<file path="config.mk">
export PLATFORM = sky130hd
export DESIGN_NAME = laf_clear_seq
export DESIGN_NICKNAME = d
export VERILOG_FILES = /design/src/design/laf_pkg.sv /design/src/design/laf_clear_seq.sv
export SDC_FILE = /design/constraint.sdc
export NUM_CORES = 1
export LEC_CHECK = 0
export ABC_AREA = 1
export BUFFER_PORTS_ARGS = -buffer_cell sky130_fd_sc_hd__buf_4
export CORE_MARGIN = 8
export CORE_UTILIZATION = 40
export CTS_CLUSTER_SIZE = 16
export DETAILED_ROUTE_END_ITERATION = 16
export PLACE_DENSITY = 0.65
export SETUP_SLACK_MARGIN = 0.4
export SLEW_MARGIN = 20
export SYNTH_ARGS = -nofsm -noshare
export SYNTH_HDL_FRONTEND = slang
export SYNTH_SLANG_ARGS = --single-unit
</file>
<file path="constraint.sdc">
create_clock -name clk -period 1.2 [get_ports clk]
set_input_delay 0.12 -clock clk [delete_from_list [all_inputs] [get_ports clk]]
set_output_delay 0.12 -clock clk [all_outputs]
set_load 0.005 [all_outputs]
</file>
<file path="src/design/laf_pkg.sv">
// Shared types, constants and codes for the label area filter.
`timescale 1ns / 1ps

package laf_pkg;

  localparam int NUM_LABELS = 32768;
  localparam int AREA_BITS  = 24;

  localparam int ADDR_W  = $clog2(NUM_LABELS);
  localparam int LABEL_W = 15;
  localparam int CNT_W   = 15;
  localparam int LIMIT_W = 24;
  localparam int CFG_W   = 24;
  // Wide enough for label and NUM_LABELS itself at any legal depth.
  localparam int LEXT_W  = ADDR_W + 2;
  // Wide enough for area + 1 and limit + 1 without overflow.
  localparam int CMP_W   = ((AREA_BITS > LIMIT_W) ? AREA_BITS : LIMIT_W) + 2;

  localparam logic [AREA_BITS-1:0] AREA_MAX   = '1;
  localparam logic [ADDR_W-1:0]    ADDR_LAST  = ADDR_W'(NUM_LABELS - 1);
  localparam logic [LIMIT_W-1:0]   LIMIT_RST  = LIMIT_W'(5);
  localparam logic [LABEL_W-1:0]   FIRST_REGION = LABEL_W'(2);

  typedef enum logic [1:0] {
    OP_COUNT    = 2'd0,
    OP_CLASSIFY = 2'd1,
    OP_REPORT   = 2'd2,
    OP_CLEAR    = 2'd3
  } op_t;

  typedef enum logic {
    CFG_REMOVE_BIG = 1'b0,
    CFG_SIZE_LIMIT = 1'b1
  } cfg_idx_t;

  typedef enum logic {
    CLR_IDLE = 1'b0,
    CLR_RUN  = 1'b1
  } clr_state_t;

  typedef struct packed {
    logic [1:0]         op;
    logic [LABEL_W-1:0] label;
  } in_item_t;

  typedef struct packed {
    logic               mask;
    logic [CNT_W-1:0]   regions_in;
    logic [CNT_W-1:0]   regions_kept;
    logic               area_saturated;
  } out_item_t;

  typedef struct packed {
    logic              busy;
    logic              wr_en;
    logic [ADDR_W-1:0] addr;
  } clr_status_t;

endpackage

</file>
<file path="src/design/laf_clear_seq.sv">
// Clear sequencer: walks the area table writing zero, one entry per cycle.
`timescale 1ns / 1ps

module laf_clear_seq
  import laf_pkg::*;
(
  input  logic        clk,
  input  logic        rst_n,
  input  logic        start,
  output clr_status_t status
);

  clr_state_t        state_r, state_nxt;
  logic [ADDR_W-1:0] ptr_r, ptr_nxt;

  always_comb begin
    state_nxt = state_r;
    case (state_r)
      CLR_IDLE: if (start) state_nxt = CLR_RUN;
      CLR_RUN:  if (ptr_r == ADDR_LAST) state_nxt = CLR_IDLE;
      default:  state_nxt = CLR_IDLE;
    endcase
  end

  always_comb begin
    status.busy  = 1'b0;
    status.wr_en = 1'b0;
    status.addr  = ptr_r;
    ptr_nxt      = '0;
    case (state_r)
      CLR_RUN: begin
        status.busy  = 1'b1;
        status.wr_en = 1'b1;
        ptr_nxt      = ptr_r + ADDR_W'(1);
      end
      default: ptr_nxt = '0;
    endcase
  end

  // Reset starts a full sweep so the table comes up zeroed.
  always_ff @(posedge clk) begin
    if (!rst_n) begin
      state_r <= CLR_RUN;
      ptr_r   <= '0;
    end else begin
      state_r <= state_nxt;
      ptr_r   <= ptr_nxt;
    end
  end

endmodule

</file>
### Word-level counts from Yosys, hierarchy flattened

Cells that the tools add are included.
Widths: inputs -> output; s select.

| storage, ports and cells | value |
|---|---|
| bits in registers | 16 |
| bits of input ports | 3 |
| output and inout port bits | 17 |
| logic and storage cells | 10 |

| cells by class | value |
|---|---|
| add/subtract/negate cells | 1 |
| eq/ne operators | 1 |
| mux-type cells | 4 |
| bitwise logic cells | 1 |
| reduce and logical (&&, ||, !) cells | 1 |

Operators by type and width:

| cell | number |
|---|---|
| $add 15x1->15 const B | 1 |
| $eq 15x15->1 const B | 1 |
| $mux 1 | 2 |
| $mux 2 | 1 |
| $pmux 1 s2 | 1 |
| $reduce_and 2->1 | 1 |
| $not 1->1 | 1 |

### Depth between registers and ports, before layout

Gate-level depths: netlist of the first run.

| depth | value |
|---|---|
| depth in word-level cells | 3 |
| gate-level depth with buffers | 8 |
| mapped depth without buffers | 8 |

### Least setup slack after synthesis of the first run

No wires, ideal clock.

| path | value |
|---|---|
| path kind | register -> register |
| start point | register ptr_r[0] |
| end point | register ptr_r[8] |
| arrival | 1062 ps |
| required time | 1087 ps |
| path slack | 26 ps |
| cell stages (with the launch flop) | 9 |
| period minus slack after synthesis | 1174 ps |
| cells stage by stage | dfxtp_1 > ha_1 > nand2_1 > inv_1 > nand2_2 > nor2_1 > nand2_1 > nand2_1 > nor2_1 |

| between the ends | value |
|---|---|
| cells in the longest elaborated chain, start to end | 1 |

RTL lines:

| item | line | source |
|---|---|---|
| start: declaration | laf_clear_seq.sv:14 | `logic [ADDR_W-1:0] ptr_r, ptr_nxt;` |
| start signal: assignment | laf_clear_seq.sv:47 | `ptr_r <= ptr_nxt;` |
| $add 15x1->15 | laf_clear_seq.sv:34 | `ptr_nxt = ptr_r + ADDR_W'(1);` |

Every way passes these cells.
A chain may end at the register's enable or synchronous reset.

### Final worst setup path of the first run

| path | value |
|---|---|
| start point | register ptr_r[0] |
| end point | register state_r |

| between the ends | value |
|---|---|
| cells in the longest elaborated chain, start to end | 3 |

RTL lines:

| item | line | source |
|---|---|---|
| $eq 15x15->1 | laf_clear_seq.sv:20 | `CLR_RUN: if (ptr_r == ADDR_LAST) state_nxt = CLR_IDLE;` |
| $mux 1 | laf_clear_seq.sv:20 |  |
| $pmux 1 s2 | laf_clear_seq.sv:18 | `case (state_r)` |
| end signal: assignment | laf_clear_seq.sv:46 | `state_r <= state_nxt;` |
| end: declaration | laf_clear_seq.sv:13 | `clr_state_t state_r, state_nxt;` |

Every way passes these cells.

==> metrics.txt, run 1 <==
status finished clean; PD cells 744 mW/mm2; share of cells above drive strength 1 0.552; wirelength, routed 2000 um; total number of vias 801; Crit path max-delay family simple AND/OR/NAND/NOR gates; DP Wirelength 1340 um; WP data arrival 1.33 ns; worst-margin pin slew 0.158 ns; Seq cells post-synth 16; Yosys top cell area share 0.404; via density per instance 4.66; Synth area leader dfxtp_1; setup violators final 0; setup TNS 0 ns; WP depth 6; PnR worst setup slack 0.0552 ns; num rows 16; Setup crit end kind flop; Worst VDD drop 563 uV; GRT Resource Usage Total 0.127; H-tree levels 1; Post-DRT Antenna Nets 0; Routability Congestion 0.776; max incr delay on CP 0.38 ns; max-slew violations 0; crit path time final 1.14 ns; fmax 874 MHz; post-route non-filler standard cell count 172; drt first pass iters 4; CP Max Fanout 5; port bufs 19; Nets 150; Worst Hold Slack 0.0822 ns; Period Utilization, post-route 0.954; Sink Count 16; Leak Pwr 0.601 nW; Slew HR 0.894; Hold EP state_r; Worst path most repeated cell nand2_1; main area contributors after synthesis dfxtp_1, nand2_1, nor2_1; CTS tree built; Reg area 367 um2; Reg2Reg Setup Slack 0.06 ns; dpl ws 0.0932 ns; Wirelength per Cell 11.7 um; number of antenna violations at the first check in global routing 0; CTS hold repair buffers 0; post-synthesis average cell area 7.14 um2; die width 60.5 um; cts bufs inserted 3; FF-to-FF path depth 6; CP Class reg -> reg; CTS root buffer clkbuf_4; area delta synth->final 66.0%; reg-to-reg startpoint ptr_r[0]; FF-to-FF End state_r; remaining global-route overflow 0; synthesized area 792 um2; Fillers 173; starting density of the core 0.412; placed insts 156; total core area 0.00192 mm2; final hold vios 0; vias in the first global route 826; YS warnings 0; Slowest cell on crit path dfxtp_4; max_cap viols 0; setup repair after global routing missed its margin yes; Die Ht 60.5 um; CP startpoint kind flop; Layout Skew 0.00653 ns; worst skew pair latency 0.29 ns; critical-path cell list ha_4, nand2_4, nor2_4, nand4_1, nand2_1, nand2_1; Crit path required time 1.38 ns; 1st-iter DRT viols 14; footprint of the multi-input gates 502 um2; pin count of the biggest net entering global routing 11; hold path cells 3; first-pass GRT wire length 3560 um; HP Start start; Seq/Total Area, Yosys 0.404; Mapped Nets 115; DRC viols 0; CP bufs+invs 0; # IOs 20; Max clock buf depth 2; area of the die 0.00366 mm2; Synth Instances 111; CTS clk-pin slew, worst paths 0.09 ns; Ant. Diodes 0; Netlist cell types 19; worst min-delay path class in -> reg
Yosys cell counts:
| library cell | instances |
|---|---|
| nand2_1 | 27 |
| nor2_1 | 18 |
| dfxtp_1 | 16 |
| inv_1 | 13 |
| a21oi_1 | 6 |
| nor2_2 | 5 |
| nand3_1 | 4 |
| o21ai_0 | 4 |
| nand2_2 | 3 |
| nand3_2 | 3 |
| buf_4 | 2 |
| nand4_1 | 2 |
| nor3_1 | 2 |
| clkinv_1 | 1 |
| ha_1 | 1 |
| nand2_4 | 1 |
| nand3b_1 | 1 |
| nor2_4 | 1 |
| nor2_8 | 1 |
cell usage in the layout (no fill, tap or decap), types with 2 or more instances in the layout:
master     n
o21ai_0    2
nand3_2    2
buf_6     17
nand2_2    2
nand2_4    6
nor2_1    14
buf_4     14
a21oi_1    5
nand2_1   23
nand4_1    2
inv_1     11
nand3_1    4
clkbuf_4   3
dfxtp_2    4
dfxtp_4   11
nor2_4     5
nor2_2     5
stage by stage:
stage / utilization / instance area, um2 / power (mW)
after detailed placement: 0.538 / 1030 / 0.619
after floorplan: - / 865 / 0.593
after global placement: 0.538 / 1030 / 0.618
after global routing: 0.684 / 1320 / 1.03
final: 0.684 / 1320 / 0.978
after CTS: 0.654 / 1260 / 0.985
flip-flops by register name (all words and copies together), names as in the netlist:
register / count
ptr_r: 15
state_r: 1
what timing repair did:
item / CTS / global route
pin swaps: 6 / 5
resized for setup: 31 / 12
setup endpoints to repair: 32 / 32
gates cloned: 0 / 0
setup buffers: 9 / 3
how the worst max path moves through the flow:
stage              from        to  slack [ns]
2_1_floorplan  ptr_r[3]  ptr_r[8]        0.17
3_3_place_gp   ptr_r[3]  ptr_r[8]        0.12
3_5_place_dp   ptr_r[3]  ptr_r[8]        0.09
4_1_cts        ptr_r[1]   state_r        0.12
5_1_grt        ptr_r[1]   state_r       -0.03
6_report       ptr_r[0]   state_r        0.06
cell type report:
type                            instances  area share
Inverter                               14      0.0457
Timing Repair Buffer                   32       0.241
Tap cell                               27      0.0257
Multi-Input combinational cell         79       0.382
Sequential cell                        16       0.279
Clock buffer                            4      0.0276
worst register-to-register path: cells and delay by family (launching register included):
kind	cells	cell delay (ns)
and+or+nand+nor	5	0.51
DFF	1	0.38
adders and majority gates	1	0.15
where the power goes:
group,switching (mW),leakage [nW],internal [mW]
Sequential,0.0127,0.139,0.520
Clock,0.178,0.0210,0.185
Combinational,0.0369,0.441,0.0461
routing by layer:
metal / vias to the layer above / share of wire / GRT usage
li1: 415 / - / -
met1: 367 / 0.41 / 0.141
met2: 14 / 0.51 / 0.218
met3: 5 / 0.064 / 0.0424
met4: 0 / 0.015 / 0.0498
met5: - / 0 / 0
logic make-up after synthesis:
family | synth area share
and+or+nand+nor | 0.431
buffers and inverters | 0.0853
DFF | 0.404
AOI/OAI and AO/OA | 0.0632
adders and majority gates | 0.0158
(Power assumes the default switching activity.)
==> inputs of run 2 (changes only) <==
--- a/config.mk
+++ b/config.mk
@@ -6,9 +6,11 @@
 export NUM_CORES = 1
 export LEC_CHECK = 0
 export ABC_AREA = 1
+export ABC_CLOCK_PERIOD_IN_PS = 1200
 export BUFFER_PORTS_ARGS = -buffer_cell sky130_fd_sc_hd__buf_4
 export CORE_MARGIN = 8
 export CORE_UTILIZATION = 40
+export CTS_BUF_LIST = sky130_fd_sc_hd__clkbuf_4
 export CTS_CLUSTER_SIZE = 16
 export DETAILED_ROUTE_END_ITERATION = 16
 export PLACE_DENSITY = 0.65
==> run 2 against run 1 <==
Worst hold slack gained 0.012 ns. Clock-buffer cell count decreased by 1. Die area unchanged. Combinational power increased by 7.7%. Largest power group unchanged. Critical path depth did not move. Sequential power hardly changed. Clock power down 22%. Core utilization increased by 3.1 points. Via count increased by 1.2%. Highest routed layer unchanged. Design area increased by 4.6%. Sequential cell count stayed put.
==> metrics.txt, run 2 (synthesis gave the netlist of run 1 again) <==
status finished clean (unchanged); starting density of the core 0.412 (unchanged); Setup crit end kind flop (unchanged); H-tree levels 1 (unchanged); PD cells 660 mW/mm2 (was 744 mW/mm2); CTS clk-pin slew, worst paths 0.08 ns (was 0.09 ns); via density per instance 4.61 (was 4.66); top flop regs ptr_r (15), state_r (1) (unchanged); pin count of the biggest net entering global routing 11 (unchanged); placed insts 156 (unchanged); die width 60.5 um (unchanged); Fillers 158 (was 173); WP data arrival 1.33 ns (about the same); max incr delay on CP 0.39 ns (was 0.38 ns); FF-to-FF path depth 6 (unchanged); DP Wirelength 1340 um (unchanged); placed cell area 0.00103 mm2 (unchanged); Top reg by flops ptr_r (unchanged); met3 usage 0.0487 (was 0.0424); cts bufs inserted 3 (unchanged); worst min-delay path class in -> reg (unchanged); Worst Hold Slack 0.0946 ns (was 0.0822 ns); critical-path cell list ha_4, nand2_4, nor2_4, nand4_1, nand2_1, nor2_2 (was ha_4, nand2_4, nor2_4, nand4_1, nand2_1, nand2_1); vias in the first global route 822 (was 826); Routability Congestion 0.776 (unchanged); drt first pass iters 4 (unchanged); commonest non-fill, non-tap cells in the layout nand2_1, buf_6, buf_4, nor2_1, dfxtp_4 (was nand2_1, buf_6, nor2_1, buf_4); port bufs 19 (unchanged); CP Max Fanout 5 (unchanged); CTS tree built (unchanged); wirelength, routed 2070 um (was 2000 um); # IOs 20 (unchanged); Ant. Diodes 0 (unchanged); setup violators final 0 (unchanged); max_cap viols 0 (unchanged); met2 Use GR 0.204 (was 0.218); total number of vias 811 (was 801); Worst VDD drop 455 uV (was 563 uV); area of the die 0.00366 mm2 (unchanged); Slowest cell on crit path dfxtp_4 (unchanged); hold path cells 3 (unchanged); final hold vios 0 (unchanged); Die Ht 60.5 um (unchanged); Crit path required time 1.37 ns (was 1.38 ns); Global Route met1 Usage 0.138 (was 0.141); CP Class reg -> reg (unchanged); Top Usage Layer GRT met2 (unchanged); Leak Pwr 0.622 nW (was 0.601 nW); crit path time final 1.16 ns (was 1.14 ns); worst-margin pin slew 0.159 ns (was 0.158 ns); post-route non-filler standard cell count 176 (was 172); GRT Resource Usage Total 0.124 (was 0.127); share of cells above drive strength 1 0.597 (was 0.552); Wirelength per Cell 11.8 um (was 11.7 um); total core area 0.00192 mm2 (unchanged); Max clock buf depth 2 (unchanged); number of antenna violations at the first check in global routing 0 (unchanged); Tot Pwr 907 uW (was 978 uW); DRC viols 0 (unchanged); 1st-iter DRT viols 5 (was 14); num rows 16 (unchanged); Sink Count 16 (unchanged); remaining global-route overflow 0 (unchanged); first-pass GRT wire length 3480 um (was 3560 um); CP startpoint kind flop (unchanged); area delta synth->final 73.6% (was 66.0%); Post-DRT Antenna Nets 0 (unchanged); setup repair after global routing missed its margin yes (unchanged); Slew HR 0.893 (was 0.894); Period Utilization, post-route 0.965 (was 0.954); fmax 864 MHz (was 874 MHz); fin area 0.00138 mm2 (was 0.00132 mm2); Layout Skew 0.0117 ns (was 0.00653 ns); max FFs per register 15 (unchanged); Nets 154 (was 150); max-slew violations 0 (unchanged); CTS root buffer clkbuf_4 (unchanged); worst skew pair latency 0.28 ns (was 0.29 ns)
-- run 2: cell count changes in the layout (fill, tap and decap cells not counted), sizes merged --
cell and change:
clkbuf -1, buf +4, clkinv +1
-- run 2: cell type report --
class | count | area [um2] | area share
clock buffer | 3 | 22.5 | 0.0164
timing repair buffer | 36 | 353 | 0.257
multi-input combinational | 79 | 532 | 0.387
sequential | 16 | 370 | 0.269
inverter | 14 | 60.1 | 0.0437
clock inverter | 1 | 3.75 | 0.00273
tap | 27 | 33.8 | 0.0246
-- run 2: worst paths after layout --
path	startpoint	to	slack (ns)
setup / recovery	ptr_r[0]	ptr_r[14]	0.04
hold reg to reg	ptr_r[0]	ptr_r[0]	0.47
setup reg to reg	ptr_r[0]	ptr_r[14]	0.04
hold / removal	start	state_r	0.09
-- run 2: routing by layer --
metal / wire length (um) / share of wire / vias to the layer above
met3: 150 / 0.072 / 2
met4: 14 / 0.0068 / 0
met5: 0 / 0 / -
met2: 1090 / 0.53 / 15
li1: - / - / 422
met1: 815 / 0.39 / 372
-- run 2: report_power, final --
| group | switching, mW | total [mW] | internal [mW] | leakage [nW] |
|---|---|---|---|---|
| clock network | 0.164 | 0.284 | 0.120 | 0.0154 |
| registers | 0.0155 | 0.534 | 0.518 | 0.140 |
| logic | 0.0390 | 0.0893 | 0.0503 | 0.467 |
| total | 0.218 | 0.907 | 0.689 | 0.622 |
-- run 2: per-stage QoR --
stage,setup slack (ns),setup TNS (ns),utilization
2_1_floorplan,0.174,0,-
3_3_place_gp,0.120,0,0.538
3_5_place_dp,0.0932,0,0.538
4_1_cts,0.121,0,0.646
5_1_grt,-0.0194,-0.0194,0.715
6_report,0.0425,0,0.715
-- run 2: what timing repair did --
action                     in CTS  in global routing
setup endpoints to repair      31                 32
buffers inserted               10                  6
hold buffers                    0                  0
gates resized for setup        32                 26
pin swaps                       5                 11
-- run 2: critical path: cells and delay by family, from the launching register on --
| family | cells | cell delay [ns] |
|---|---|---|
| and+or+nand+nor | 5 | 0.53 |
| DFF | 1 | 0.39 |
| adders and majority gates | 1 | 0.15 |
==> inputs of run 3 (changes only) <==
--- a/config.mk
+++ b/config.mk
@@ -8,6 +8,7 @@
 export ABC_AREA = 1
 export ABC_CLOCK_PERIOD_IN_PS = 1200
 export BUFFER_PORTS_ARGS = -buffer_cell sky130_fd_sc_hd__buf_4
+export CORE_ASPECT_RATIO = 0.7
 export CORE_MARGIN = 8
 export CORE_UTILIZATION = 40
 export CTS_BUF_LIST = sky130_fd_sc_hd__clkbuf_4
==> run 3 against run 2 <==
Design area shrank 9.4%. Worst setup slack improved by 0.069 ns. Global-route usage shrank 2.0 points. Sequential power about the same. Combinational power fell by 20%. Largest cell class unchanged. Clock power increased by 15%. Clock-buffer cell count increased by 1. Critical endpoint unchanged. Sequential cell count is the same.
==> metrics.txt, run 3 (synthesis gave the netlist of run 1 again) <==
status finished clean (unchanged); reg-to-reg startpoint ptr_r[0] (unchanged); wirelength, routed 1890 um (was 2070 um); Setup crit end kind flop (unchanged); CTS tree built (unchanged); Post-DRT Antenna Nets 0 (unchanged); starting density of the core 0.423 (was 0.412); Sink Count 16 (unchanged); Die Ht 53.2 um (was 60.5 um); Reg2Reg Setup Slack 0.11 ns (was 0.04 ns); total core area 0.00187 mm2 (was 0.00192 mm2); num rows 13 (was 16); Top reg by flops ptr_r (unchanged); Fillers 160 (was 158); drt first pass iters 4 (unchanged); CP Class reg -> reg (unchanged); vias in the first global route 682 (was 822); remaining global-route overflow 0 (unchanged); first-pass GRT wire length 3070 um (was 3480 um); pin count of the biggest net entering global routing 11 (unchanged); final hold vios 0 (unchanged); max incr delay on CP 0.39 ns (about the same); FF-to-FF path depth 6 (unchanged); die width 69.2 um (was 60.5 um); GRT Resource Usage Total 0.104 (was 0.124); max FFs per register 15 (unchanged); CP bufs+invs 0 (unchanged); Period Utilization, post-route 0.907 (was 0.965); total number of vias 781 (was 811); CTS clk-pin slew, worst paths 0.10 ns (was 0.08 ns); max-slew violations 0 (unchanged); H-tree levels 1 (unchanged); Wirelength per Cell 11.5 um (was 11.8 um); CP Max Fanout 5 (unchanged); commonest non-fill, non-tap cells in the layout nand2_1, nor2_1, buf_6, buf_4, inv_1 (was nand2_1, buf_6, buf_4, nor2_1, dfxtp_4); Worst VDD drop 539 uV (was 455 uV); final core occ 0.666 (was 0.715); area of the die 0.00368 mm2 (was 0.00366 mm2); setup repair after global routing missed its margin yes (unchanged); critical-path cell list ha_4, nand2_4, nor2_4, nand4_1, nand2_1, nor2_2 (unchanged); # IOs 20 (unchanged); Slowest cell on crit path dfxtp_4 (unchanged); worst skew pair latency 0.29 ns (was 0.28 ns); share of cells above drive strength 1 0.535 (was 0.597); worst min-delay path class in -> reg (unchanged); Crit path required time 1.39 ns (was 1.37 ns); via density per instance 4.76 (was 4.61); setup TNS 0 ns (unchanged); fmax 919 MHz (was 864 MHz); commonest non-fill, non-tap cell in the layout nand2_1; port bufs 19 (unchanged); CP startpoint kind flop (unchanged); hold path cells 3 (unchanged); max_cap viols 0 (unchanged); top flop regs ptr_r (15), state_r (1) (unchanged); cts bufs inserted 3 (unchanged); WP data arrival 1.28 ns (was 1.33 ns); PD cells 750 mW/mm2 (was 660 mW/mm2); HP Start start (unchanged); Nets 147 (was 154); fin area 0.00125 mm2 (was 0.00138 mm2); Leak Pwr 0.566 nW (was 0.622 nW); Routability Congestion 0.819 (was 0.776); CTS root buffer clkbuf_4 (unchanged); setup violators final 0 (unchanged); DP Wirelength 1340 um (about the same); area delta synth->final 57.3% (was 73.6%); Crit path max-delay family simple AND/OR/NAND/NOR gates (unchanged); Hold EP state_r (unchanged); placed cell area 0.00103 mm2 (about the same); FF-to-FF End ptr_r[14] (unchanged); Max clock buf depth 2 (unchanged); Ant. Diodes 0 (unchanged); Slew HR 0.897 (was 0.893); CTS hold repair buffers 0 (unchanged); crit path time final 1.09 ns (was 1.16 ns); Layout Skew 0.00761 ns (was 0.0117 ns); 1st-iter DRT viols 15 (was 5); worst-margin pin slew 0.153 ns (was 0.159 ns); DRC viols 0 (unchanged); number of antenna violations at the first check in global routing 0 (unchanged)
## run 3: changes by cell type in the layout (fill, tap and decap cells not counted), moves of 2 or more
cell     delta
dfxtp_2     +2
buf_6       -7
dfxtp_4     -2
nor2_1      +2
nor2_4      -2
## run 3: stage by stage
step / power, mW / std cells / hold slack [ns] / setup WS, ns
detailed placement: 0.619 / 151 / 0.351 / 0.111
floorplan: 0.593 / 111 / 0.263 / 0.174
CTS: 0.937 / 159 / 0.0520 / 0.123
global route: 0.985 / 164 / 0.0644 / 0.0226
global placement: 0.618 / 151 / 0.361 / 0.108
finish: 0.934 / 164 / 0.0581 / 0.111
## run 3: cell type report
type	count	area [um2]	share of cell area
clock buffer	4	30.0	0.0241
inverter	14	60.1	0.0482
multi-input combinational	79	489	0.393
sequential	16	365	0.293
tap	22	27.5	0.0221
timing repair buffer	29	274	0.220
## run 3: worst min-delay path: cells and delay by family
kind | cells | cell delay [ns]
AOI/OAI and AO/OA | 1 | 0.07
buffers and inverters | 1 | 0.07
and+or+nand+nor | 1 | 0.06
## run 3: what timing repair did
| item | CTS | global route |
|---|---|---|
| buffers inserted | 4 | 5 |
| pin swaps | 5 | 2 |
| gates resized for setup | 30 | 7 |
| setup endpoints to repair | 32 | 32 |
## run 3: power breakdown
group          switching (mW)  internal, mW
clock                   0.176         0.152
combinational          0.0331        0.0379
sequential             0.0131         0.522
total                   0.222         0.712
## run 3: worst max path at each step
stage,startpoint,end,slack (ns),cells past startpoint
2_1_floorplan,ptr_r[3],ptr_r[8],0.17,7
3_3_place_gp,ptr_r[3],ptr_r[8],0.11,7
3_5_place_dp,ptr_r[3],ptr_r[8],0.11,7
4_1_cts,ptr_r[0],state_r,0.12,6
5_1_grt,ptr_r[0],ptr_r[13],0.02,6
6_report,ptr_r[0],ptr_r[14],0.11,6
## run 3: layer usage
metal  track usage  vias to the layer above  share of wire
li1              -                      412              -
met1         0.122                      349           0.46
met2         0.169                       18           0.48
met3        0.0504                        2          0.056
met4        0.0203                        0         0.0042
met5             0                        -              0
